### config.mk
export PLATFORM = sky130hd
export DESIGN_NAME = obd_pid_response_decoder_unit
export DESIGN_NICKNAME = d
export VERILOG_FILES = /design/src/rtl/obdpid_pkg.sv /design/src/rtl/obdpid_front.sv /design/src/rtl/obdpid_fifo.sv /design/src/rtl/obdpid_back.sv /design/src/rtl/obd_pid_response_decoder_unit.sv
export SDC_FILE = /design/constraint.sdc
export NUM_CORES = 2
export LEC_CHECK = 0
export BUFFER_PORTS_ARGS = -buffer_cell sky130_fd_sc_hd__clkbuf_2
export CORE_UTILIZATION = 60
export CTS_CLUSTER_DIAMETER = 150
export CTS_CLUSTER_SIZE = 8
export DETAILED_ROUTE_END_ITERATION = 12
export PLACE_DENSITY_LB_ADDON = 0.2
export SETUP_SLACK_MARGIN = 0.02
export SYNTH_ARGS = -nofsm -noshare
export SYNTH_HDL_FRONTEND = slang
export SYNTH_HIERARCHICAL = 1
export SYNTH_SLANG_ARGS = --single-unit
### constraint.sdc
create_clock -name aclk -period 20.1 [get_ports aclk]
set_input_delay 1.005 -clock aclk [delete_from_list [all_inputs] [get_ports aclk]]
set_output_delay 1.005 -clock aclk [all_outputs]
set_load 0.01 [all_outputs]
### src/rtl/obdpid_pkg.sv
// Shared types, constants and helper functions for the OBD PID reply decoder.
`default_nettype none

package obdpid_pkg;

    localparam int QUEUE_DEPTH_DEF = 4;

    // Characters
    localparam logic [7:0] CH_CR    = 8'h0D;
    localparam logic [7:0] CH_LF    = 8'h0A;
    localparam logic [7:0] CH_SPACE = 8'h20;
    localparam logic [7:0] CH_FOUR  = 8'h34;
    localparam logic [7:0] CH_ONE   = 8'h31;

    // Mode 01 PIDs with a formula
    localparam logic [7:0] PID_STATUS   = 8'h01;
    localparam logic [7:0] PID_LOAD     = 8'h04;
    localparam logic [7:0] PID_COOLANT  = 8'h05;
    localparam logic [7:0] PID_RPM      = 8'h0C;
    localparam logic [7:0] PID_SPEED    = 8'h0D;
    localparam logic [7:0] PID_INTAKE   = 8'h0F;
    localparam logic [7:0] PID_THROTTLE = 8'h11;
    localparam logic [7:0] PID_FUEL     = 8'h2F;

    localparam logic [7:0] TEMP_OFFSET  = 8'd40;
    localparam logic [7:0] PCT_SCALE    = 8'd100;

    // Configuration register indexes
    localparam int CFG_IDX_W = 1;
    localparam logic [CFG_IDX_W-1:0] CFG_FULL_SCALE   = 1'b0;
    localparam logic [CFG_IDX_W-1:0] CFG_DEFAULT_GAIN = 1'b1;
    localparam logic [15:0] FULL_SCALE_RST   = 16'hFFFF;
    localparam logic [15:0] DEFAULT_GAIN_RST = 16'h0001;

    // Back-end datapath widths
    localparam int OP_A_W     = 14;            // (256*A+B)/4 fits in 14 bits
    localparam int OP_B_W     = 16;
    localparam int PROD_W     = OP_A_W + OP_B_W;

    // Constant divides by reciprocal multiply. Once the power-of-two part of the
    // divisor is shifted out every dividend is under 2^24, where ceil(2^s/d) is exact.
    localparam int DIV_IN_W     = 24;
    localparam int RECIP_W      = 25;
    localparam int RECIP_PROD_W = DIV_IN_W + RECIP_W;
    localparam logic [RECIP_W-1:0] RECIP_255 = 25'd16843010;   // ceil(2^32/255)
    localparam logic [RECIP_W-1:0] RECIP_125 = 25'd17179870;   // ceil(2^31/125)
    localparam logic [RECIP_W-1:0] RECIP_25  = 25'd21474837;   // ceil(2^29/25)
    localparam int RECIP_SH_255 = 32;
    localparam int RECIP_SH_125 = 31;
    localparam int RECIP_SH_25  = 29;
    localparam int RPM_PRE_SH   = 6;           // 8000 = 64 * 125
    localparam int PCT_PRE_SH   = 2;           // 100 = 4 * 25

    typedef struct packed {
        logic [15:0] full_scale;
        logic [15:0] default_gain;
    } cfg_regs_t;

    typedef enum logic [2:0] {
        KIND_RPM,
        KIND_SPEED,
        KIND_PCT,
        KIND_TEMP,
        KIND_STATUS,
        KIND_OTHER
    } pid_kind_t;

    typedef enum logic [1:0] {
        DIV_NONE,
        DIV_BY_255,
        DIV_BY_100,
        DIV_BY_8000
    } div_sel_t;

    typedef enum logic [1:0] {
        ST_IDLE,
        ST_MUL,
        ST_DIV,
        ST_EMIT
    } back_state_t;

    // One finished line, handed from the parser to the arithmetic side
    typedef struct packed {
        logic      reply_ok;
        pid_kind_t kind;
        logic      data_ok;   // header found and enough digits for this PID
        logic [7:0] byte_a;
        logic [7:0] byte_b;
    } line_job_t;

    function automatic logic is_hex(input logic [7:0] c);
        return (c >= 8'h30 && c <= 8'h39) || (c >= 8'h41 && c <= 8'h46) ||
               (c >= 8'h61 && c <= 8'h66);
    endfunction

    function automatic logic [3:0] hex_val(input logic [7:0] c);
        logic [7:0] t;
        t = 8'h00;
        if (c >= 8'h30 && c <= 8'h39) begin
            t = c - 8'h30;
        end else if (c >= 8'h41 && c <= 8'h46) begin
            t = c - 8'h37;
        end else if (c >= 8'h61 && c <= 8'h66) begin
            t = c - 8'h57;
        end
        return t[3:0];
    endfunction

    function automatic logic nibble_match(input logic [7:0] c, input logic [3:0] nib);
        return is_hex(c) && (hex_val(c) == nib);
    endfunction

    function automatic pid_kind_t classify(input logic [7:0] pid);
        pid_kind_t k;
        case (pid)
            PID_RPM:      k = KIND_RPM;
            PID_SPEED:    k = KIND_SPEED;
            PID_LOAD:     k = KIND_PCT;
            PID_THROTTLE: k = KIND_PCT;
            PID_FUEL:     k = KIND_PCT;
            PID_COOLANT:  k = KIND_TEMP;
            PID_INTAKE:   k = KIND_TEMP;
            PID_STATUS:   k = KIND_STATUS;
            default:      k = KIND_OTHER;
        endcase
        return k;
    endfunction

endpackage

`default_nettype wire

### src/rtl/obdpid_front.sv
// Line parser: tracks the reply header and data digits, emits one job per ended non-empty line.
`default_nettype none

module obdpid_front
    import obdpid_pkg::*;
(
    input  wire logic      aclk,
    input  wire logic      aresetn,
    input  wire logic      char_valid,
    output logic           char_ready,
    input  wire logic [7:0] rx_char,
    input  wire logic [7:0] query_pid,
    input  wire logic      queue_full,
    output logic           push,
    output line_job_t      push_job
);

    logic [23:0] recent_reg, recent_next;
    logic        nonempty_reg, nonempty_next;
    logic        saw_reg, saw_next;
    logic        hm_reg, hm_next;
    logic [3:0]  dc_reg, dc_next;
    logic [15:0] ftb_reg, ftb_next;

    logic       accept;
    logic       is_eol;
    logic [3:0] hv;
    pid_kind_t  kind;
    logic       data_ok;

    assign char_ready = !queue_full;
    assign accept     = char_valid && char_ready;
    assign is_eol     = (rx_char == CH_CR) || (rx_char == CH_LF);
    assign hv         = hex_val(rx_char);
    assign kind       = classify(query_pid);

    always_comb begin
        case (kind)
            KIND_RPM:    data_ok = hm_reg && (dc_reg[3] || dc_reg[2]);
            KIND_STATUS: data_ok = hm_reg && dc_reg[3];
            default:     data_ok = hm_reg && (|dc_reg[3:1]);
        endcase
    end

    assign push = accept && is_eol && nonempty_reg;

    always_comb begin
        push_job.reply_ok = saw_reg;
        push_job.kind     = kind;
        push_job.data_ok  = data_ok;
        push_job.byte_a   = ftb_reg[15:8];
        push_job.byte_b   = ftb_reg[7:0];
    end

    always_comb begin
        recent_next   = recent_reg;
        nonempty_next = nonempty_reg;
        saw_next      = saw_reg;
        hm_next       = hm_reg;
        dc_next       = dc_reg;
        ftb_next      = ftb_reg;
        if (accept) begin
            if (is_eol) begin
                // an empty line changes nothing
                if (nonempty_reg) begin
                    recent_next   = '0;
                    nonempty_next = 1'b0;
                    saw_next      = 1'b0;
                    hm_next       = 1'b0;
                    dc_next       = '0;
                    ftb_next      = '0;
                end
            end else begin
                nonempty_next = 1'b1;
                if (recent_reg[7:0] == CH_FOUR && rx_char == CH_ONE) begin
                    saw_next = 1'b1;
                end
                if (hm_reg) begin
                    if (rx_char != CH_SPACE) begin
                        case (dc_reg)
                            4'd0:    ftb_next[15:12] = hv;
                            4'd1:    ftb_next[11:8]  = hv;
                            4'd2:    ftb_next[7:4]   = hv;
                            4'd3:    ftb_next[3:0]   = hv;
                            default: ftb_next        = ftb_reg;
                        endcase
                        if (dc_reg != 4'hF) begin
                            dc_next = dc_reg + 4'd1;
                        end
                    end
                end else if (recent_reg[23:16] == CH_FOUR && recent_reg[15:8] == CH_ONE &&
                             nibble_match(recent_reg[7:0], query_pid[7:4]) &&
                             nibble_match(rx_char, query_pid[3:0])) begin
                    hm_next = 1'b1;
                end
                recent_next = {recent_reg[15:0], rx_char};
            end
        end
    end

    always_ff @(posedge aclk) begin
        if (!aresetn) begin
            recent_reg   <= '0;
            nonempty_reg <= 1'b0;
            saw_reg      <= 1'b0;
            hm_reg       <= 1'b0;
            dc_reg       <= '0;
            ftb_reg      <= '0;
        end else begin
            recent_reg   <= recent_next;
            nonempty_reg <= nonempty_next;
            saw_reg      <= saw_next;
            hm_reg       <= hm_next;
            dc_reg       <= dc_next;
            ftb_reg      <= ftb_next;
        end
    end

endmodule

`default_nettype wire

### src/rtl/obdpid_fifo.sv
// Small job queue between the line parser and the arithmetic back end.
`default_nettype none

module obdpid_fifo
    import obdpid_pkg::*;
#(
    parameter int DEPTH = QUEUE_DEPTH_DEF
) (
    input  wire logic      aclk,
    input  wire logic      aresetn,
    input  wire logic      push,
    input  wire line_job_t push_job,
    output logic           full,
    input  wire logic      pop,
    output line_job_t      pop_job,
    output logic           empty
);

    localparam int PTR_W = $clog2(DEPTH);
    localparam int CNT_W = $clog2(DEPTH + 1);

    line_job_t           slot_reg [DEPTH];
    logic [PTR_W-1:0]    wr_ptr_reg, wr_ptr_next;
    logic [PTR_W-1:0]    rd_ptr_reg, rd_ptr_next;
    logic [CNT_W-1:0]    cnt_reg, cnt_next;
    logic                do_push, do_pop;

    assign full    = (cnt_reg == CNT_W'(DEPTH));
    assign empty   = (cnt_reg == '0);
    assign do_push = push && !full;
    assign do_pop  = pop && !empty;
    assign pop_job = slot_reg[rd_ptr_reg];

    always_comb begin
        wr_ptr_next = wr_ptr_reg;
        rd_ptr_next = rd_ptr_reg;
        cnt_next    = cnt_reg;
        if (do_push) begin
            wr_ptr_next = (wr_ptr_reg == PTR_W'(DEPTH - 1)) ? '0 : wr_ptr_reg + PTR_W'(1);
        end
        if (do_pop) begin
            rd_ptr_next = (rd_ptr_reg == PTR_W'(DEPTH - 1)) ? '0 : rd_ptr_reg + PTR_W'(1);
        end
        if (do_push && !do_pop) begin
            cnt_next = cnt_reg + CNT_W'(1);
        end else if (do_pop && !do_push) begin
            cnt_next = cnt_reg - CNT_W'(1);
        end
    end

    always_ff @(posedge aclk) begin
        if (do_push) begin
            slot_reg[wr_ptr_reg] <= push_job;
        end
    end

    always_ff @(posedge aclk) begin
        if (!aresetn) begin
            wr_ptr_reg <= '0;
            rd_ptr_reg <= '0;
            cnt_reg    <= '0;
        end else begin
            wr_ptr_reg <= wr_ptr_next;
            rd_ptr_reg <= rd_ptr_next;
            cnt_reg    <= cnt_next;
        end
    end

endmodule

`default_nettype wire

### src/rtl/obdpid_back.sv
// Arithmetic back end: formula select, multiply (twice for percent PIDs), reciprocal constant divide, saturate.
`default_nettype none

module obdpid_back
    import obdpid_pkg::*;
(
    input  wire logic       aclk,
    input  wire logic       aresetn,
    input  wire cfg_regs_t  cfg,
    input  wire logic       job_valid,
    input  wire line_job_t  job,
    output logic            job_pop,
    output logic            res_valid,
    input  wire logic       res_ready,
    output logic            reply_ok,
    output logic [15:0]     scaled_value,
    output logic [6:0]      fault_code_count
);

    back_state_t state_reg, state_next;

    logic                  ok_reg, ok_next;
    logic [OP_A_W-1:0]     op_a_reg, op_a_next;
    logic [OP_B_W-1:0]     op_b_reg, op_b_next;
    div_sel_t              div_sel_reg, div_sel_next;
    logic                  pass2_reg, pass2_next;    // percent PIDs divide twice
    logic [PROD_W-1:0]     quo_reg, quo_next;
    logic [6:0]            fault_reg, fault_next;
    logic                  out_valid_reg, out_valid_next;
    logic                  out_ok_reg, out_ok_next;
    logic [15:0]           out_val_reg, out_val_next;
    logic [6:0]            out_fault_reg, out_fault_next;

    logic [DIV_IN_W-1:0]     div_in;
    logic [RECIP_W-1:0]      recip;
    logic [RECIP_PROD_W-1:0] recip_prod;
    logic [PROD_W-1:0]       div_q;
    logic [15:0]             sat_val;
    logic [OP_A_W-1:0]       a_ext;
    logic                    slot_free;

    // power-of-two part of the divisor first, then the odd part by reciprocal
    always_comb begin
        case (div_sel_reg)
            DIV_BY_8000: begin
                div_in = quo_reg[RPM_PRE_SH+DIV_IN_W-1:RPM_PRE_SH];
                recip  = RECIP_125;
            end
            DIV_BY_100: begin
                div_in = quo_reg[PCT_PRE_SH+DIV_IN_W-1:PCT_PRE_SH];
                recip  = RECIP_25;
            end
            default: begin
                div_in = quo_reg[DIV_IN_W-1:0];
                recip  = RECIP_255;
            end
        endcase
    end

    assign recip_prod = RECIP_PROD_W'(div_in) * RECIP_PROD_W'(recip);

    always_comb begin
        case (div_sel_reg)
            DIV_BY_8000: div_q = PROD_W'(recip_prod[RECIP_PROD_W-1:RECIP_SH_125]);
            DIV_BY_100:  div_q = PROD_W'(recip_prod[RECIP_PROD_W-1:RECIP_SH_25]);
            default:     div_q = PROD_W'(recip_prod[RECIP_PROD_W-1:RECIP_SH_255]);
        endcase
    end

    assign sat_val   = (|quo_reg[PROD_W-1:16]) ? 16'hFFFF : quo_reg[15:0];
    assign a_ext     = OP_A_W'(job.byte_a);
    assign slot_free = !out_valid_reg || res_ready;

    assign res_valid        = out_valid_reg;
    assign reply_ok         = out_ok_reg;
    assign scaled_value     = out_val_reg;
    assign fault_code_count = out_fault_reg;

    // next state
    always_comb begin
        state_next = state_reg;
        case (state_reg)
            ST_IDLE: begin
                if (job_valid) begin
                    state_next = ST_MUL;
                end
            end
            ST_MUL: begin
                state_next = (div_sel_reg == DIV_NONE) ? ST_EMIT : ST_DIV;
            end
            ST_DIV: begin
                state_next = pass2_reg ? ST_MUL : ST_EMIT;
            end
            ST_EMIT: begin
                if (slot_free) begin
                    state_next = ST_IDLE;
                end
            end
            default: state_next = ST_IDLE;
        endcase
    end

    // outputs and datapath
    always_comb begin
        job_pop        = 1'b0;
        ok_next        = ok_reg;
        op_a_next      = op_a_reg;
        op_b_next      = op_b_reg;
        div_sel_next   = div_sel_reg;
        pass2_next     = pass2_reg;
        quo_next       = quo_reg;
        fault_next     = fault_reg;
        out_valid_next = out_valid_reg && !res_ready;
        out_ok_next    = out_ok_reg;
        out_val_next   = out_val_reg;
        out_fault_next = out_fault_reg;
        case (state_reg)
            ST_IDLE: begin
                if (job_valid) begin
                    job_pop      = 1'b1;
                    ok_next      = job.reply_ok;
                    pass2_next   = 1'b0;
                    op_a_next    = '0;
                    op_b_next    = cfg.full_scale;
                    div_sel_next = DIV_NONE;
                    if (job.reply_ok) begin
                        case (job.kind)
                            KIND_RPM: begin
                                if (job.data_ok) begin
                                    op_a_next = {job.byte_a, job.byte_b[7:2]};
                                end
                                div_sel_next = DIV_BY_8000;
                            end
                            KIND_SPEED: begin
                                if (job.data_ok) begin
                                    op_a_next = a_ext;
                                end
                                div_sel_next = DIV_BY_255;
                            end
                            KIND_PCT: begin
                                // A*100/255 first, then *full_scale/100
                                if (job.data_ok) begin
                                    op_a_next = a_ext;
                                end
                                op_b_next    = OP_B_W'(PCT_SCALE);
                                div_sel_next = DIV_BY_255;
                                pass2_next   = 1'b1;
                            end
                            KIND_TEMP: begin
                                // raw + 40 is just A, or 40 with no data
                                op_a_next    = job.data_ok ? a_ext : OP_A_W'(TEMP_OFFSET);
                                div_sel_next = DIV_BY_255;
                            end
                            KIND_STATUS: begin
                                if (job.data_ok) begin
                                    fault_next = job.byte_a[6:0];
                                    op_a_next  = OP_A_W'(job.byte_a[6:0]);
                                end
                                op_b_next = OP_B_W'(1);
                            end
                            default: begin
                                if (job.data_ok) begin
                                    op_a_next = a_ext;
                                end
                                op_b_next = cfg.default_gain;
                            end
                        endcase
                    end
                end
            end
            ST_MUL: begin
                quo_next = PROD_W'(op_a_reg) * PROD_W'(op_b_reg);
            end
            ST_DIV: begin
                quo_next = div_q;
                if (pass2_reg) begin
                    op_a_next    = div_q[OP_A_W-1:0];
                    op_b_next    = cfg.full_scale;
                    div_sel_next = DIV_BY_100;
                    pass2_next   = 1'b0;
                end
            end
            ST_EMIT: begin
                if (slot_free) begin
                    out_valid_next = 1'b1;
                    out_ok_next    = ok_reg;
                    out_val_next   = sat_val;
                    out_fault_next = fault_reg;
                end
            end
            default: begin
                job_pop = 1'b0;
            end
        endcase
    end

    always_ff @(posedge aclk) begin
        if (!aresetn) begin
            state_reg     <= ST_IDLE;
            fault_reg     <= '0;
            out_valid_reg <= 1'b0;
            pass2_reg     <= 1'b0;
        end else begin
            state_reg     <= state_next;
            fault_reg     <= fault_next;
            out_valid_reg <= out_valid_next;
            pass2_reg     <= pass2_next;
        end
    end

    always_ff @(posedge aclk) begin
        ok_reg        <= ok_next;
        op_a_reg      <= op_a_next;
        op_b_reg      <= op_b_next;
        div_sel_reg   <= div_sel_next;
        quo_reg       <= quo_next;
        out_ok_reg    <= out_ok_next;
        out_val_reg   <= out_val_next;
        out_fault_reg <= out_fault_next;
    end

endmodule

`default_nettype wire

### src/rtl/obd_pid_response_decoder_unit.sv
// Top level of the OBD mode 01 PID reply decoder: config registers and block wiring.
//
//  channel | dir | handshake          | word
//  --------+-----+--------------------+-----------------------------------------------
//  s_      | in  | s_valid / s_ready  | s_rx_char[7:0], s_query_pid[7:0]
//  m_      | out | m_valid / m_ready  | m_reply_ok, m_scaled_value[15:0],
//          |     |                    |   m_fault_code_count[6:0]
//  cfg_    | in  | cfg_wr_en          | cfg_index[0], cfg_wr_data[15:0]
//
// Flow: one character word per cycle while s_ready is high. A line end queues a job;
//   the back end takes one job at a time: multiply then emit for PIDs without a divide,
//   multiply, reciprocal divide, emit for one divide, and two such passes for percent PIDs.
// Reset: aresetn synchronous, active low; config returns to full_scale 65535,
//   default_gain 1; line state, queue and fault count clear.
// Stalls: s_ready drops only while the line-job queue is full; m_ready low holds
//   the output register and, once the queue fills, the input side.
`default_nettype none

module obd_pid_response_decoder_unit
    import obdpid_pkg::*;
#(
    parameter int QUEUE_DEPTH = QUEUE_DEPTH_DEF   // line jobs in flight, 2 or more
) (
    input  wire logic                 aclk,
    input  wire logic                 aresetn,
    // character input
    input  wire logic                 s_valid,
    output logic                      s_ready,
    input  wire logic [7:0]           s_rx_char,
    input  wire logic [7:0]           s_query_pid,
    // decoded result
    output logic                      m_valid,
    input  wire logic                 m_ready,
    output logic                      m_reply_ok,
    output logic [15:0]               m_scaled_value,
    output logic [6:0]                m_fault_code_count,
    // register writes
    input  wire logic                 cfg_wr_en,
    input  wire logic [CFG_IDX_W-1:0] cfg_index,
    input  wire logic [15:0]          cfg_wr_data
);

    cfg_regs_t cfg_reg, cfg_next;

    logic      q_push, q_full, q_pop, q_empty;
    line_job_t q_in_job, q_out_job;

    // config register file, write only
    always_comb begin
        cfg_next = cfg_reg;
        if (cfg_wr_en) begin
            case (cfg_index)
                CFG_FULL_SCALE:   cfg_next.full_scale   = cfg_wr_data;
                CFG_DEFAULT_GAIN: cfg_next.default_gain = cfg_wr_data;
                default:          cfg_next = cfg_reg;
            endcase
        end
    end

    always_ff @(posedge aclk) begin
        if (!aresetn) begin
            cfg_reg.full_scale   <= FULL_SCALE_RST;
            cfg_reg.default_gain <= DEFAULT_GAIN_RST;
        end else begin
            cfg_reg <= cfg_next;
        end
    end

    // front: per-character parse, one job per ended non-empty line
    obdpid_front u_front (
        .aclk       (aclk),
        .aresetn    (aresetn),
        .char_valid (s_valid),
        .char_ready (s_ready),
        .rx_char    (s_rx_char),
        .query_pid  (s_query_pid),
        .queue_full (q_full),
        .push       (q_push),
        .push_job   (q_in_job)
    );

    obdpid_fifo #(
        .DEPTH (QUEUE_DEPTH)
    ) u_queue (
        .aclk     (aclk),
        .aresetn  (aresetn),
        .push     (q_push),
        .push_job (q_in_job),
        .full     (q_full),
        .pop      (q_pop),
        .pop_job  (q_out_job),
        .empty    (q_empty)
    );

    // back: formula, multiply, divide, saturate, output register
    obdpid_back u_back (
        .aclk             (aclk),
        .aresetn          (aresetn),
        .cfg              (cfg_reg),
        .job_valid        (!q_empty),
        .job              (q_out_job),
        .job_pop          (q_pop),
        .res_valid        (m_valid),
        .res_ready        (m_ready),
        .reply_ok         (m_reply_ok),
        .scaled_value     (m_scaled_value),
        .fault_code_count (m_fault_code_count)
    );

endmodule

`default_nettype wire

==> qor.yml <==
clock_tree:
  post_cts_buffers: 0
  clk_latency_ns: 0.54
  cts-root-buf: "clkbuf_16"
  ctsResizeCount: 0
  htree_levels: 2
  cts_buffers: 38
  cts_sinks: 260
  clk_path_buf_depth: 3
  cts_tree: "built"
  clk_pin_slew_ns: 0.05
  holdBufCountCts: 0
routing:
  drtIter0Drc: 1825
  vias_per_cell: 5.76
  num_vias: 24103
  ant_nets: 0
  firstDrtPassIters: 6
  drc: 0
  wl_per_cell_um: 21.6
  wirelength_um: 90200
critical_path:
  ff2ff_path_depth: 30
  slowest_stage: "fa_1"
  worstSetupStartpoint: "u_back/div_sel_reg[1]"
  slowest_delay_ns: 0.61
  crit_required_ns: 20.34
  crit_path_start_kind: "flip-flop"
  path_buf_inv: 10
  rr_startpoint: "u_back/div_sel_reg[1]"
  crit_family: "adder cells"
  r2r-end: "u_back/quo_reg[11]"
  r2r_slack_ns: 10.56
  arrival_ns: 9.78
  crit_type: "flip-flop to flip-flop"
  crit_fanout: 46
  end_kind: "flip-flop"
  path_common_cell: "fa_1"
yosys:
  yosysWarnings: 6
  synthCells: 3398
  synth_area_sq_um: 33400
  avgSynthCellArea_sq_um: 9.81
  synth_nets: 4321
final_layout:
  largest_register_ffs: 76
  stdcell_count: 4181
  drive_above_1_share_pct: 6.24
  area_growth_pct: 6.10
  fin_nets: 4333
sta:
  slew_violations: 0
  fmax_mhz: 105
  final.setup.tns_ns: 0
  hold_slack_ns: 0.414
  finalCritPeriodShare_pct: 47.5
  max-slew-margin-rel_pct: 21.6
  finalSetupViolCount: 0
  hold_viol: 0
  worst_pin_slew_ns: 1.17
  post-route-min-period_ns: 9.54
  worst_slack_ns: 10.56
  skew_ns: 0.0251
  rsz0062_at_grt: "no"
floorplan:
  initial_core_util_pct: 60.7
  num_rows: 86
  die_y_um: 238
  coreArea_sq_um: 55000
  die_w_um: 238
  pin_count: 64
  die-area_sq_um: 56500
worst_hold_path:
  hp-start: "u_back/ok_reg"
  min_path_type: "flip-flop to flip-flop"
  hold_depth: 0
  holdPathEnd: "u_back/reply_ok"
placement:
  dp_hpwl_um: 74200
  dp_slack_ns: 10.67
  port_buffers: 63
  dp.cells: 4118
  gp_congestion: 1.03
grt:
  grt_pass1_vias: 25892
  grtUsageTotal_pct: 33.1
  antenna_found_initial: 0
  grt_start_max_net_pins: 60
  overflow: 0
  grt_pass1_wl_um: 143000
run_status:
  outcome: "completed"
job:
  cap_viol_max_count: 0
==> placed cells by master, fill, tap and decap left out, types with 21 or more instances in the layout <==
| cell | count |
|---|---|
| a21boi_0 | 27 |
| a21o_1 | 31 |
| a21oi_1 | 95 |
| and2_1 | 101 |
| buf_4 | 21 |
| clkbuf_16 | 38 |
| clkbuf_2 | 62 |
| dfxtp_1 | 97 |
| edfxtp_1 | 163 |
| fa_1 | 494 |
| ha_1 | 391 |
| inv_1 | 770 |
| mux2i_1 | 26 |
| nand2_1 | 368 |
| nand3_1 | 70 |
| nand4_1 | 26 |
| nor2_1 | 98 |
| nor2b_1 | 24 |
| nor3_1 | 22 |
| o21ai_0 | 92 |
| or2_2 | 25 |
| xnor2_1 | 38 |
| xor2_1 | 22 |
==> per-stage QoR <==
step | utilization (%) | instance area [sq um]
3_5_place_dp | 62.3 | 34300
5_1_grt | 64.3 | 35400
2_1_floorplan | - | 33400
3_3_place_gp | 62.3 | 34300
6_report | 64.4 | 35400
4_1_cts | 64.3 | 35400
==> worst max-delay path by stage <==
| stage | endpoint | depth (start not counted) |
|---|---|---|
| floorplan | u_back/quo_reg[15] | 29 |
| global placement | u_back/op_a_reg[11] | 30 |
| detailed placement | u_back/quo_reg[11] | 30 |
| CTS | u_back/quo_reg[11] | 30 |
| global route | u_back/quo_reg[11] | 30 |
| finish | u_back/quo_reg[11] | 30 |
==> per-layer routing <==
layer | global-route usage (%) | share of wire [%] | vias to the layer above
met1 | 41.5 | 39 | 11986
met2 | 57.3 | 50 | 953
li1 | - | - | 10926
met4 | 15.1 | 5.1 | 0
met5 | 0 | 0 | -
met3 | 4.06 | 6.0 | 238
==> worst register-to-register path, delay by kind of cell, from the launching register on <==
family                   cells  cell delay (ns)
AO/OA/AOI/OAI                6             1.58
flip-flops                   1             0.36
XOR/XNOR                     1             0.21
AND/OR/NAND/NOR              5             1.03
adder cells (fa/ha/maj)      8             4.19
buffers and inverters       10             1.86
==> layout make-up <==
type / count / area [sq um]
clock buffer: 57 / 1020
multi-input combinational: 2256 / 23100
inverter: 771 / 2890
tap: 748 / 936
sequential: 260 / 6840
fill: 4520 / 19600
timing repair buffer: 83 / 468
antenna: 2 / 5.00
clock inverter: 4 / 85.1
Power is not shown: default switching activity piles up to over one toggle a cycle in this logic, so the estimate is an artifact.
